### src/design/sacd_pkg.sv
// Package: shared types and constants for the SPI addressed command decoder.
`timescale 1ns / 1ps
`default_nettype none

package sacd_pkg;

  localparam int BYTE_W     = 8;
  localparam int ADDR_W     = 5;
  localparam int VOLT_W     = 16;
  localparam int CFG_IDX_W  = 1;
  localparam int SKIP_W     = 2;

  localparam logic [BYTE_W-1:0] PHASE_TICKS_RESET = 8'h78;

  // Configuration register indexes
  localparam logic [CFG_IDX_W-1:0] REG_OWN_ADDRESS = 1'b0;
  localparam logic [CFG_IDX_W-1:0] REG_PHASE_TICKS = 1'b1;

  // Item kinds
  localparam logic OP_BYTE = 1'b0;
  localparam logic OP_TICK = 1'b1;

  // Header command field
  typedef enum logic [1:0] {
    CMD_NOP   = 2'd0,
    CMD_IO    = 2'd1,
    CMD_VOLT0 = 2'd2,
    CMD_VOLT1 = 2'd3
  } cmd_t;

  // Byte decoder modes
  typedef enum logic [2:0] {
    MODE_IDLE = 3'd0,
    MODE_SKIP = 3'd1,
    MODE_IO   = 3'd2,
    MODE_VHI  = 3'd3,
    MODE_VLO  = 3'd4
  } mode_t;

  // Pulse phases, also the drive code on the outputs
  typedef enum logic [1:0] {
    PH_OFF = 2'd0,
    PH_ONE = 2'd1,
    PH_TWO = 2'd2
  } phase_t;

  // Per-beat decoder result
  typedef struct packed {
    logic              tx_valid;
    logic [BYTE_W-1:0] tx_byte;
    logic              dac_valid;
    logic              dac_channel;
    logic [VOLT_W-1:0] dac_value;
  } dec_res_t;

  // Pulse start request from the decoder
  typedef struct packed {
    logic       start;
    logic [1:0] outputs;
  } pulse_req_t;

endpackage

`default_nettype wire

### src/design/sacd_if.sv
// Interfaces: item, result and configuration channels.
`timescale 1ns / 1ps
`default_nettype none

interface sacd_item_if;
  logic                       valid;
  logic                       ready;
  logic                       op;
  logic [sacd_pkg::BYTE_W-1:0] rx_byte;
  modport source (output valid, op, rx_byte, input ready);
  modport sink   (input valid, op, rx_byte, output ready);
endinterface

interface sacd_result_if;
  logic                       valid;
  logic                       ready;
  logic                       tx_valid;
  logic [sacd_pkg::BYTE_W-1:0] tx_byte;
  logic                       dac_valid;
  logic                       dac_channel;
  logic [sacd_pkg::VOLT_W-1:0] dac_value;
  logic [1:0]                 drive_a;
  logic [1:0]                 drive_b;
  modport source (output valid, tx_valid, tx_byte, dac_valid, dac_channel, dac_value,
                  drive_a, drive_b, input ready);
  modport sink   (input valid, tx_valid, tx_byte, dac_valid, dac_channel, dac_value,
                  drive_a, drive_b, output ready);
endinterface

interface sacd_cfg_if;
  logic                           valid;
  logic                           ready;
  logic [sacd_pkg::CFG_IDX_W-1:0] idx;
  logic [sacd_pkg::BYTE_W-1:0]    data;
  modport source (output valid, idx, data, input ready);
  modport sink   (input valid, idx, data, output ready);
endinterface

`default_nettype wire

### src/design/sacd_decoder.sv
// Byte decoder: header/payload state machine and the two voltage registers.
`timescale 1ns / 1ps
`default_nettype none

module sacd_decoder (
  input  wire logic                          clk,
  input  wire logic                          rst,
  input  wire logic                          step,
  input  wire logic [sacd_pkg::BYTE_W-1:0]   rx_byte,
  input  wire logic [sacd_pkg::ADDR_W-1:0]   own_address,
  output sacd_pkg::dec_res_t                 res,
  output sacd_pkg::pulse_req_t               preq
);

  sacd_pkg::mode_t                   mode, mode_next;
  logic [sacd_pkg::SKIP_W-1:0]       skip_left, skip_left_next;
  logic                              write_flag, write_flag_next;
  logic                              active_channel, active_channel_next;
  logic [sacd_pkg::BYTE_W-1:0]       high_byte, high_byte_next;
  logic [sacd_pkg::VOLT_W-1:0]       voltage [2];
  logic                              volt_we;
  logic [sacd_pkg::VOLT_W-1:0]       volt_rd;
  logic                              rd_sel;
  logic [sacd_pkg::VOLT_W-1:0]       new_volt;
  sacd_pkg::cmd_t                    cmd;

  assign cmd      = sacd_pkg::cmd_t'(rx_byte[6:5]);
  assign new_volt = {high_byte, rx_byte};

  // single read port: header picks by command, high-byte stage by latched channel
  assign rd_sel  = (mode == sacd_pkg::MODE_VHI) ? active_channel : rx_byte[5];
  assign volt_rd = voltage[rd_sel];

  // next state and beat result
  always_comb begin
    mode_next           = mode;
    skip_left_next      = skip_left;
    write_flag_next     = write_flag;
    active_channel_next = active_channel;
    high_byte_next      = high_byte;
    volt_we             = 1'b0;
    res                 = '0;
    preq                = '0;
    case (mode)
      sacd_pkg::MODE_SKIP: begin
        skip_left_next = skip_left - 1'b1;
        if (skip_left_next == '0) mode_next = sacd_pkg::MODE_IDLE;
      end
      sacd_pkg::MODE_IO: begin
        if (write_flag && (rx_byte[1:0] != 2'b00)) begin
          preq.start   = 1'b1;
          preq.outputs = rx_byte[1:0];
        end
        mode_next = sacd_pkg::MODE_IDLE;
      end
      sacd_pkg::MODE_VHI: begin
        high_byte_next = rx_byte;
        res.tx_valid   = 1'b1;
        res.tx_byte    = volt_rd[sacd_pkg::BYTE_W-1:0];
        mode_next      = sacd_pkg::MODE_VLO;
      end
      sacd_pkg::MODE_VLO: begin
        if (write_flag) begin
          volt_we         = 1'b1;
          res.dac_valid   = 1'b1;
          res.dac_channel = active_channel;
          res.dac_value   = new_volt;
        end
        mode_next = sacd_pkg::MODE_IDLE;
      end
      default: begin
        // header byte
        write_flag_next = rx_byte[7];
        if (rx_byte[sacd_pkg::ADDR_W-1:0] == own_address) begin
          if (cmd == sacd_pkg::CMD_IO) begin
            res.tx_valid = 1'b1;
            res.tx_byte  = {{(sacd_pkg::BYTE_W-sacd_pkg::ADDR_W){1'b0}}, own_address};
            mode_next    = sacd_pkg::MODE_IO;
          end else if (cmd != sacd_pkg::CMD_NOP) begin
            active_channel_next = rx_byte[5];
            res.tx_valid        = 1'b1;
            res.tx_byte         = volt_rd[sacd_pkg::VOLT_W-1:sacd_pkg::BYTE_W];
            mode_next           = sacd_pkg::MODE_VHI;
          end
        end else if (cmd != sacd_pkg::CMD_NOP) begin
          skip_left_next = (cmd == sacd_pkg::CMD_IO) ? 2'd1 : 2'd2;
          mode_next      = sacd_pkg::MODE_SKIP;
        end
      end
    endcase
    if (!step) begin
      res  = '0;
      preq = '0;
    end
  end

  // state registers
  always_ff @(posedge clk) begin
    if (rst) begin
      mode           <= sacd_pkg::MODE_IDLE;
      skip_left      <= '0;
      write_flag     <= 1'b0;
      active_channel <= 1'b0;
      high_byte      <= '0;
      voltage[0]     <= '0;
      voltage[1]     <= '0;
    end else if (step) begin
      mode           <= mode_next;
      skip_left      <= skip_left_next;
      write_flag     <= write_flag_next;
      active_channel <= active_channel_next;
      high_byte      <= high_byte_next;
      if (volt_we) voltage[active_channel] <= new_volt;
    end
  end

endmodule

`default_nettype wire

### src/design/sacd_pulse.sv
// Biphasic pulse driver: phase sequencer and tick counter.
`timescale 1ns / 1ps
`default_nettype none

module sacd_pulse (
  input  wire logic                        clk,
  input  wire logic                        rst,
  input  wire logic                        tick,
  input  wire sacd_pkg::pulse_req_t        preq,
  input  wire logic [sacd_pkg::BYTE_W-1:0] phase_ticks,
  output logic [1:0]                       drive_a,
  output logic [1:0]                       drive_b
);

  sacd_pkg::phase_t             phase, phase_next;
  logic [sacd_pkg::BYTE_W-1:0]  count, count_next, count_dec;
  logic [1:0]                   outputs, outputs_next;
  logic [sacd_pkg::BYTE_W-1:0]  load;

  // zero ticks behaves as one
  assign load      = (phase_ticks == '0) ? {{(sacd_pkg::BYTE_W-1){1'b0}}, 1'b1} : phase_ticks;
  assign count_dec = count - 1'b1;

  // phase sequencing
  always_comb begin
    phase_next   = phase;
    count_next   = count;
    outputs_next = outputs;
    if (preq.start) begin
      phase_next   = sacd_pkg::PH_ONE;
      count_next   = load;
      outputs_next = preq.outputs;
    end else if (tick && (phase != sacd_pkg::PH_OFF)) begin
      count_next = count_dec;
      if (count_dec == '0) begin
        if (phase == sacd_pkg::PH_ONE) begin
          phase_next = sacd_pkg::PH_TWO;
          count_next = load;
        end else begin
          phase_next = sacd_pkg::PH_OFF;
        end
      end
    end
  end

  // drive as it stands after this beat
  assign drive_a = outputs_next[0] ? phase_next : sacd_pkg::PH_OFF;
  assign drive_b = outputs_next[1] ? phase_next : sacd_pkg::PH_OFF;

  always_ff @(posedge clk) begin
    if (rst) begin
      phase   <= sacd_pkg::PH_OFF;
      count   <= '0;
      outputs <= '0;
    end else begin
      phase   <= phase_next;
      count   <= count_next;
      outputs <= outputs_next;
    end
  end

endmodule

`default_nettype wire

### src/design/spi_addressed_command_decoder.sv
// Top level: input register, decoder and pulse driver, result register.
`timescale 1ns / 1ps
`default_nettype none

// Each input beat is either a received SPI byte or one time tick; every beat
// gives exactly one result beat carrying the reply byte to load (if any), a
// DAC write request (if any) and the A/B pulse drive as it stands after the
// beat. A beat is captured in an input register, decoded combinationally and
// lands in a result register, so the block takes one beat per clock while it
// is not stalled; it stalls only when the result register is full and
// the sink is not ready. Configuration writes (own address, ticks per phase)
// are registered and are meant to be made while the block is idle.

module spi_addressed_command_decoder (
  input  wire logic     clk,
  input  wire logic     rst,
  sacd_item_if.sink     item,
  sacd_result_if.source result,
  sacd_cfg_if.sink      cfg
);

  logic                          s1_valid;
  logic                          s1_op;
  logic [sacd_pkg::BYTE_W-1:0]   s1_byte;
  logic                          advance;
  logic [sacd_pkg::ADDR_W-1:0]   own_address;
  logic [sacd_pkg::BYTE_W-1:0]   phase_ticks;
  sacd_pkg::dec_res_t            dec_res;
  sacd_pkg::pulse_req_t          preq;
  logic [1:0]                    drive_a, drive_b;

  assign advance    = s1_valid && (!result.valid || result.ready);
  assign item.ready = !s1_valid || advance;
  assign cfg.ready  = 1'b1;

  // configuration registers
  always_ff @(posedge clk) begin
    if (rst) begin
      own_address <= '0;
      phase_ticks <= sacd_pkg::PHASE_TICKS_RESET;
    end else if (cfg.valid) begin
      case (cfg.idx)
        sacd_pkg::REG_OWN_ADDRESS: own_address <= cfg.data[sacd_pkg::ADDR_W-1:0];
        sacd_pkg::REG_PHASE_TICKS: phase_ticks <= cfg.data;
        default: ;
      endcase
    end
  end

  // input register
  always_ff @(posedge clk) begin
    if (rst) begin
      s1_valid <= 1'b0;
    end else if (item.valid && item.ready) begin
      s1_valid <= 1'b1;
    end else if (advance) begin
      s1_valid <= 1'b0;
    end
  end

  always_ff @(posedge clk) begin
    if (item.valid && item.ready) begin
      s1_op   <= item.op;
      s1_byte <= item.rx_byte;
    end
  end

  sacd_decoder u_decoder (
    .clk         (clk),
    .rst         (rst),
    .step        (advance && (s1_op == sacd_pkg::OP_BYTE)),
    .rx_byte     (s1_byte),
    .own_address (own_address),
    .res         (dec_res),
    .preq        (preq)
  );

  sacd_pulse u_pulse (
    .clk         (clk),
    .rst         (rst),
    .tick        (advance && (s1_op == sacd_pkg::OP_TICK)),
    .preq        (preq),
    .phase_ticks (phase_ticks),
    .drive_a     (drive_a),
    .drive_b     (drive_b)
  );

  // result register
  always_ff @(posedge clk) begin
    if (rst) begin
      result.valid <= 1'b0;
    end else if (advance) begin
      result.valid <= 1'b1;
    end else if (result.ready) begin
      result.valid <= 1'b0;
    end
  end

  always_ff @(posedge clk) begin
    if (advance) begin
      result.tx_valid    <= dec_res.tx_valid;
      result.tx_byte     <= dec_res.tx_byte;
      result.dac_valid   <= dec_res.dac_valid;
      result.dac_channel <= dec_res.dac_channel;
      result.dac_value   <= dec_res.dac_value;
      result.drive_a     <= drive_a;
      result.drive_b     <= drive_b;
    end
  end

endmodule

`default_nettype wire

### src/flat_wrapper.sv
// flat-port wrapper written by rule: the top's interface ports become plain ports
module spi_addressed_command_decoder_flat 
  (clk, rst, item_valid, item_op, item_rx_byte, item_ready, result_valid, result_tx_valid, result_tx_byte, result_dac_valid, result_dac_channel, result_dac_value, result_drive_a, result_drive_b, result_ready, cfg_valid, cfg_idx, cfg_data, cfg_ready);
  sacd_item_if item_i ();
  sacd_result_if result_i ();
  sacd_cfg_if cfg_i ();
  input  wire logic clk;
  input  wire logic rst;
  input wire logic [$bits(item_i.valid)-1:0] item_valid;
  input wire logic [$bits(item_i.op)-1:0] item_op;
  input wire logic [$bits(item_i.rx_byte)-1:0] item_rx_byte;
  output wire logic [$bits(item_i.ready)-1:0] item_ready;
  output wire logic [$bits(result_i.valid)-1:0] result_valid;
  output wire logic [$bits(result_i.tx_valid)-1:0] result_tx_valid;
  output wire logic [$bits(result_i.tx_byte)-1:0] result_tx_byte;
  output wire logic [$bits(result_i.dac_valid)-1:0] result_dac_valid;
  output wire logic [$bits(result_i.dac_channel)-1:0] result_dac_channel;
  output wire logic [$bits(result_i.dac_value)-1:0] result_dac_value;
  output wire logic [$bits(result_i.drive_a)-1:0] result_drive_a;
  output wire logic [$bits(result_i.drive_b)-1:0] result_drive_b;
  input wire logic [$bits(result_i.ready)-1:0] result_ready;
  input wire logic [$bits(cfg_i.valid)-1:0] cfg_valid;
  input wire logic [$bits(cfg_i.idx)-1:0] cfg_idx;
  input wire logic [$bits(cfg_i.data)-1:0] cfg_data;
  output wire logic [$bits(cfg_i.ready)-1:0] cfg_ready;
  assign item_i.valid = item_valid;
  assign item_i.op = item_op;
  assign item_i.rx_byte = item_rx_byte;
  assign item_ready = item_i.ready;
  assign result_valid = result_i.valid;
  assign result_tx_valid = result_i.tx_valid;
  assign result_tx_byte = result_i.tx_byte;
  assign result_dac_valid = result_i.dac_valid;
  assign result_dac_channel = result_i.dac_channel;
  assign result_dac_value = result_i.dac_value;
  assign result_drive_a = result_i.drive_a;
  assign result_drive_b = result_i.drive_b;
  assign result_i.ready = result_ready;
  assign cfg_i.valid = cfg_valid;
  assign cfg_i.idx = cfg_idx;
  assign cfg_i.data = cfg_data;
  assign cfg_ready = cfg_i.ready;
  spi_addressed_command_decoder u_core (.clk(clk), .rst(rst), .item(item_i), .result(result_i), .cfg(cfg_i));
endmodule
### config.mk
export PLATFORM = sky130hd
export DESIGN_NAME = spi_addressed_command_decoder_flat
export DESIGN_NICKNAME = d
export VERILOG_FILES = /design/src/design/sacd_pkg.sv /design/src/design/sacd_if.sv /design/src/design/sacd_decoder.sv /design/src/design/sacd_pulse.sv /design/src/design/spi_addressed_command_decoder.sv /design/src/flat_wrapper.sv
export SDC_FILE = /design/constraint.sdc
export NUM_CORES = 1
export LEC_CHECK = 0
export ABC_AREA = 1
export BUFFER_PORTS_ARGS = -buffer_cell sky130_fd_sc_hd__buf_2
export CAP_MARGIN = 5
export CORE_MARGIN = 5
export CORE_UTILIZATION = 53
export DETAILED_ROUTE_END_ITERATION = 8
export GPL_TIMING_DRIVEN = 0
export PLACE_DENSITY = 0.83
export SYNTH_ARGS = -nofsm -noshare
export SYNTH_HDL_FRONTEND = slang
export SYNTH_HIERARCHICAL = 1
export SYNTH_SLANG_ARGS = --single-unit
### constraint.sdc
create_clock -name clk -period 3 [get_ports clk]
set_input_delay 0.45 -clock clk [delete_from_list [all_inputs] [get_ports clk]]
set_output_delay 0.45 -clock clk [all_outputs]
set_load 0.02 [all_outputs]
==> After elaboration in Yosys (flattened, before gate mapping) <==
Memory sizes are Yosys's and may differ from the RTL's.
Cells that the tools add are included.
{ "word_totals": {"word_cells": 118, "reg_bits": 82, "inputBits": 23, "mem_bits_rw": 32, "mem_count": 1} }
{ "classes": {"addsub": 2, "n_mux": 44, "n_eq_ne": 9, "reduce_logical": 36, "bitwise": 5} }
{ "memory_table": {"columns": ["memory", "words", "word_bits", "read_ports", "rd_clocked_by_memory_dff", "write_ports", "line", "rtl"], "rows": [
  ["u_core.u_decoder.voltage", 2, 16, 1, 0, 2, "sacd_decoder.sv:20", "logic [sacd_pkg::VOLT_W-1:0] voltage [2];"]
]} }
{ "ops": {"columns": ["cell", "n"], "rows": [
  ["8-bit 2-to-1 mux", 5],
  ["9-bit 2-to-1 mux", 3],
  ["3-bit 2-to-1 mux", 8],
  ["18-bit 2-to-1 mux", 1],
  ["9-bit case mux with 2 select lines", 1],
  ["8-bit zero test", 2],
  ["16-bit 2-to-1 mux", 1],
  ["2-bit 2-to-1 mux", 8],
  ["16-bit OR reduction", 1],
  ["1-bit 2-to-1 mux", 15],
  ["2-bit nonzero test", 7],
  ["2-bit AND reduction", 5],
  ["5-bit nonzero test", 2],
  ["3-bit case mux with 3 select lines", 1],
  ["4-bit AND reduction", 2],
  ["8-bit by 1-bit subtractor with 8-bit output, second input constant", 1],
  ["3-bit by 2-bit equality test with 1-bit output, second input constant", 2],
  ["1-bit logical AND", 6],
  ["3-bit OR reduction", 2],
  ["5-bit equality test", 1],
  ["1-bit inverter", 5],
  ["5-bit AND reduction", 1],
  ["2-bit by 1-bit equality test with 1-bit output, second input constant", 2],
  ["2-bit case mux with 2 select lines", 1],
  ["other kinds (11)", 13]
]} }

==> Depth between registers and ports, before layout <==
Gate-level depths: netlist of run 1.
{ "logic_depth": {"ltp_word": 9, "mapped_depth": 16, "mapped_depth_nobuf": 16} }

==> Modules after synthesis <==
Netlist of run 1, hierarchy kept.
{ "by_module_without_submodules": {"columns": ["module", "instances", "area_each_um2", "seq_area_each_um2", "cells_each"], "rows": [
  ["sacd_decoder", 1, 2568.7, 1261.2, 311],
  ["spi_addressed_command_decoder", 1, 1816.7, 1501.4, 127],
  ["sacd_pulse", 1, 830.8, 240.2, 138]
]} }

==> Least setup slack after synthesis of run 1 <==
Ideal clock, no wire load.
{ "synth_timing": {"path_type": "input to register", "start": "input result_ready", "end": "memory u_core/u_decoder/voltage[1][0] in the netlist's numbering, enable pin", "path_stages": 11, "arrival_ns": 2.020, "n_path_buf": 1, "path_slack_ns": 0.608, "t_required_ns": 2.628, "setup_ns": 0.372, "cell_sequence": "inv_1 > nand2_1 > nand2_1 > nor2_1 > nand2_2 > nor2_4 > inv_2 > nor2_4 > nand2_4 > buf_6 > nand2_1"} }
{ "synth_rtl": {"columns": ["element", "line", "rtl"], "rows": [
  ["start, declared", "flat_wrapper.sv:21", "input wire logic [$bits(result_i.ready)-1:0] result_ready;"],
  ["end, declared", "sacd_decoder.sv:20", null]
]} }

==> results of run 1 <==
==> cell usage after synthesis <==
library cell / count / area [um^2]
nor2_2: 18 / 112.6
o21ai_2: 2 / 17.52
nand2_1: 112 / 420.4
a21boi_1: 1 / 7.510
o2111ai_1: 1 / 8.760
nand3_1: 35 / 175.2
a21oi_1: 27 / 135.1
dfxtp_1: 42 / 840.8
buf_2: 3 / 15.01
o21ai_0: 23 / 115.1
inv_2: 9 / 33.78
a211oi_1: 1 / 7.510
buf_4: 2 / 15.01
edfxtp_1: 72 / 2162
clkinv_4: 1 / 8.760
o21a_1: 1 / 7.510
conb_1: 1 / 3.750
nand4_1: 3 / 18.77
a21o_1: 1 / 7.510
mux2i_1: 3 / 30.03
buf_6: 1 / 11.26
clkbuf_1: 4 / 15.01
inv_1: 79 / 296.5
nand3b_1: 5 / 37.54
nor4_1: 1 / 6.260
nor2_1: 83 / 311.6
buf_8: 1 / 15.01
o22ai_1: 2 / 12.51
a21oi_2: 1 / 8.760
nand2_2: 5 / 31.28
nor3_1: 2 / 10.01
o211ai_1: 7 / 52.55
o21ai_1: 2 / 10.01
ha_1: 3 / 37.54
buf_1: 2 / 7.510
nand4_2: 1 / 12.51
nand2_4: 5 / 56.30
xor2_1: 1 / 8.760
nor2_4: 6 / 67.56
and2_1: 1 / 6.260
xnor2_1: 1 / 8.760
nand3_2: 5 / 50.05
==> area by class of cell <==
cell class	count	area [um^2]
fillers	759	3468
flip-flops and latches	114	3003
multi-input cells	360	1798
clock buffers	21	439.2
inverters	89	339.1
repair buffers	56	302.8
well taps	133	166.4
clock inverters	11	88.84
plain buffers	13	78.83
==> where the power goes <==
| group | internal, mW | leakage, nW | switching, mW |
|---|---|---|---|
| combinational | 0.0700 | 1.33 | 0.151 |
| clock | 1.11 | 0.261 | 0.668 |
| sequential | 1.72 | 1.06 | 0.0295 |
| total | 2.90 | 2.65 | 0.849 |
==> worst paths after layout <==
check	depth (start not counted)	from	end
max	10	u_core/result.valid	u_core/u_decoder/voltage[1][0]
min	1	item_rx_byte[4]	u_core/s1_byte[4]
max reg2reg	10	u_core/result.valid	u_core/u_decoder/voltage[1][0]
min reg2reg	2	u_core/s1_valid	u_core/result.valid
==> cells by family after synthesis <==
family          after synthesis  share of synthesized area, %
simple gates                282                         25.23
flops                       114                         57.57
buf+inv                     102                         8.011
compound gates               69                         7.484
fa+ha+maj                     3                        0.7197
mux                           3                        0.5757
xor+xnor                      2                        0.3359
other cells                   1                       0.07189
==> critical path, cell delays in order (launching register included) <==
cell and delay (ns):
dfxtp_1 0.32, nand2_1 0.10, nand2_1 0.10, nor2_2 0.36, nand2_2 0.15, nor2_4 0.16, inv_2 0.10, nor2_4 0.14
nand2_4 0.10, buf_6 0.18, nand2_1 0.53
==> routing by layer <==
metal  wire [um]  part of all wire [%]  up-vias
li1            -                     -     2020
met1        4593                    40     1872
met2        5848                    50      220
met3        1001                   8.6       22
met4         174                   1.5        0
met5           0                     0        -
==> flip-flops by register name, summed over array words and instances, names as in the netlist, 2 cells and up <==
signal,count
u_core/u_decoder/skip_left,2
u_core/own_address,5
u_core/u_pulse/count,8
u_core/u_pulse/phase,2
u_core/result.drive_a,2
u_core/result.dac_value,16
u_core/result.drive_b,2
u_core/u_decoder/high_byte,8
u_core/u_decoder/voltage,32
u_core/u_decoder/mode,3
u_core/u_pulse/outputs,2
u_core/phase_ticks,8
u_core/result.tx_byte,8
u_core/s1_byte,8
==> results_dict.tcl, run 1 <==
set metrics [dict create \
    antennaDiodeCount 0 \
    finalSetupViolCount 0 \
    critPathLaunchType "flip-flop" \
    viasPerCell 5.187 \
    drive_above_1_share_pct 21.99 \
    dp_cells 764 \
    antenna_found_initial 0 \
    ctsResizeCount 0 \
    hold_buffers 0 \
    cts_buffers 17 \
    final_util_pct 64.19 \
    dr.pass1.iters 5 \
    fp.coreArea_um2 9684 \
    timing.final.ws_setup_ns 0.3792 \
    wl_per_cell_um 14.58 \
    h-tree-depth 4 \
    leakage_nw 2.650 \
    clk_path_buf_depth 2 \
    nets 677 \
    ios 57 \
    grt_pass1_wl_um 18830 \
    grt_util_met3_pct 6.039 \
    crit_path_end_kind "flip-flop" \
    fin_crit_ns 2.621 \
    die_x_um 109.2 \
    grt_overflow_total 0 \
    syn_inst 576 \
    num_vias 4134 \
    finalClockSkew_ns 0.01018 \
    powerDensity_nw_per_um2 602.3 \
    port_buffers 55 \
    r2r_slack_ns 0.38 \
    syn_nets 602 \
    worstPathArrival_ns 2.76 \
    clk_pin_slew_ns 0.06 \
    yosys_register_bits 114 \
    status "complete, no violations" \
    num_rows 36 \
    ant_nets 0 \
    hp-class "primary input to flip-flop" \
    finalHoldViolCount 0 \
    synth_cell_types 42 \
    setup_tns_ns 0 \
    clockRootBuffer "clkbuf_8" \
    grt_use_met2_pct 34.78 \
    dieArea_um2 11930 \
    tightest_slew_ns 0.7153 \
    total_power_mw 3.744 \
    grtUsageMet1_pct 24.86 \
    place_hpwl_um 7982 \
    ir_drop_mv 0.3869 \
    clock_sinks 114 \
    yosysSeqAreaShare_pct 57.57 \
    drv_cap 0 \
    drt-initial-drc-count 331 \
    slew_violations 0 \
    post-cts-setup-buffers 0 \
    cp_data_required_time_ns 3.14 \
    final_area_um2 6216 \
    relSlewSlack_pct 52.20 \
    holdWs_ns 0.1069 \
    postSynthAreaPerCell_um2 9.056 \
    grt_use_total_pct 20.74 \
    syn2layout_area_growth_pct 19.17 \
    wl_um 11620 \
    mostFrequentLayoutCells "112 x nand2_1, 82 x nor2_1, 79 x inv_1" \
    initial_utilization_pct 53.86 \
    place_ws_ns -0.07879 \
    clock_latency_ns 0.51 \
    final_common_cell "nand2_1" \
    place_congestion 0.9293 \
    post-route-drc-count 0 \
    synth_area_um2 5216 \
    die_y_um 109.2 \
    fin_crit_sh_pct 87.36 \
    critPathKind "flip-flop to flip-flop" \
    crit_fanout 16 \
    postPlaceCellArea_um2 5658 \
    grt_pass1_vias 4006 \
    ys_warn_count 6 \
    grt.busiest_layer "met2" \
    rsz0062_at_grt "no" \
    cts_tree "yes" \
    fmax_mhz 381.6 \
    final_cells 797 \
    grt_max_degree 32 \
]
Note: power is estimated with default switching activity, not from simulation.
==> inputs of run 2 (changes only) <==
--- a/config.mk
+++ b/config.mk
@@ -13,6 +13,7 @@
 export DETAILED_ROUTE_END_ITERATION = 8
 export GPL_TIMING_DRIVEN = 0
 export PLACE_DENSITY = 0.83
+export RECOVER_POWER = 25
 export SYNTH_ARGS = -nofsm -noshare
 export SYNTH_HDL_FRONTEND = slang
 export SYNTH_HIERARCHICAL = 1
==> constraint.sdc (replaced) <==
create_clock -name clk -period 3.05 [get_ports clk]
set_input_delay 0.4575 -clock clk [delete_from_list [all_inputs] [get_ports clk]]
set_output_delay 0.4575 -clock clk [all_outputs]
set_load 0.02 [all_outputs]
==> run 2 against run 1 <==
First-iteration DRC count fell by 10%. Maximum frequency shrank 7.6%. Via count decreased by 1.0%. Flip-flop and latch count is the same. Largest power group unchanged.
==> results_dict.tcl, run 2 (synthesis gave the netlist of run 1 again) <==
set metrics [dict create \
    path_cells "nand2_1 -> nand2_1 -> nor2_1 -> nand2_2 -> nor2_4 -> inv_2 -> nor2_4 -> nand2_4 -> buf_6 -> nand2_1" \
    nFillCells 765 \
    holdWs_ns 0.1138 \
    num_rows 36 \
    finalSetupViolCount 0 \
    final_common_cell "nand2_1" \
    nets 677 \
    initial_utilization_pct 53.86 \
    final_util_pct 63.84 \
    grt_max_degree 32 \
    powerDensity_nw_per_um2 595.1 \
    max_stage_delay_ns 0.55 \
    cts_buffers 17 \
    cts_tree "yes" \
    num_vias 4091 \
    critPathLaunchType "flip-flop" \
    largest-register "u_core/u_decoder/voltage" \
    path_common_cell "nand2_1" \
    tightest_slew_ns 1.130 \
    h-tree-depth 4 \
    worstPathArrival_ns 2.98 \
    finalClockSkew_ns 0.009137 \
    place_congestion 0.9293 \
    dr.pass1.iters 5 \
    leakage_nw 2.622 \
    final-seq-area_um2 3003 \
    slew_violations 0 \
    ir_drop_mv 0.3855 \
    drive_above_1_share_pct 20.78 \
    top_regs "u_core/u_decoder/voltage (32), u_core/result.dac_value (16)" \
    drv_cap 0 \
    grt_pass1_vias 4006 \
    antennaDiodeCount 0 \
    multiInputGateArea_um2 1795 \
    clk_pin_slew_ns 0.06 \
    status "complete, no violations" \
    total_power_mw 3.679 \
    cp_data_required_time_ns 3.19 \
    drt-initial-drc-count 298 \
    wl_per_cell_um 14.53 \
    clk_path_buf_depth 2 \
    mostFrequentLayoutCells "112 x nand2_1, 83 x nor2_1, 79 x inv_1" \
    finalHoldViolCount 0 \
    fp.coreArea_um2 9684 \
    fin_crit_ns 2.836 \
    largest_reg_flops 32 \
    ant_nets 0 \
    place_hpwl_um 7982 \
    port_buffers 55 \
    wl_um 11580 \
    place_ws_ns -0.03629 \
    post-cts-setup-buffers 0 \
    hold_buffers 0 \
    rsz0062_at_grt "no" \
    slowest_stage "nor2_1" \
    hp-class "primary input to flip-flop" \
    dieArea_um2 11930 \
    antenna_found_initial 0 \
    clock_latency_ns 0.52 \
    fmax_mhz 352.6 \
    clockRootBuffer "clkbuf_8" \
    crit_fanout 16 \
    critPathKind "flip-flop to flip-flop" \
    ctsResizeCount 0 \
    ios 57 \
    crit_path_end_kind "flip-flop" \
    relSlewSlack_pct 24.70 \
    grt_use_total_pct 20.74 \
    die_y_um 109.2 \
    die_x_um 109.2 \
    clock_sinks 114 \
    fin_crit_sh_pct 93.00 \
    grt_overflow_total 0 \
    timing.final.ws_setup_ns 0.2136 \
    viasPerCell 5.133 \
    post-route-drc-count 0 \
    syn2layout_area_growth_pct 18.52 \
    grt_pass1_wl_um 18830 \
]
## run 2: final timing paths
path                        from                             end  slack [ns]  cells past startpoint
max          u_core/result.valid  u_core/u_decoder/voltage[1][8]        0.21                     10
min              item_rx_byte[4]               u_core/s1_byte[4]        0.11                      1
max reg2reg  u_core/result.valid  u_core/u_decoder/voltage[1][8]        0.21                     10
min reg2reg      u_core/s1_valid             u_core/result.valid        0.48                      2
## run 2: final cells by class
class / instances / share of cell area [%]
plain buffers: 13 / 1.255
repair buffers: 56 / 4.412
multi-input cells: 360 / 29.04
flip-flops and latches: 114 / 48.57
clock inverters: 11 / 1.437
clock buffers: 21 / 7.104
well taps: 133 / 2.692
inverters: 89 / 5.485
## run 2: metal layers
layer  share of wire (%)  global-route usage, %
met1                  40                  24.86
met2                  50                  34.78
met4                 1.6                  8.994
met3                 8.2                  6.039
met5                   0                      0
## run 2: through the flow
| stage | area [um^2] | instances | setup TNS, ns |
|---|---|---|---|
| floorplan | 5216 | 576 | 0 |
| detailed placement | 5658 | 764 | -0.5658 |
| finish | 6182 | 797 | 0 |
| CTS | 6186 | 796 | 0 |
| global route | 6182 | 797 | 0 |
| global placement | 5658 | 764 | 0 |
## run 2: report_power, final
group          total [mW]  switching, mW  internal [mW]
registers            1.72         0.0288           1.69
clock network        1.75          0.659           1.09
logic               0.211          0.147         0.0639
## run 2: critical path: cells and delay by family (launching register included)
kind	cells	cell delay [ns]
AND/OR/NAND/NOR	8	1.85
flip-flops	1	0.32
buffers and inverters	2	0.28
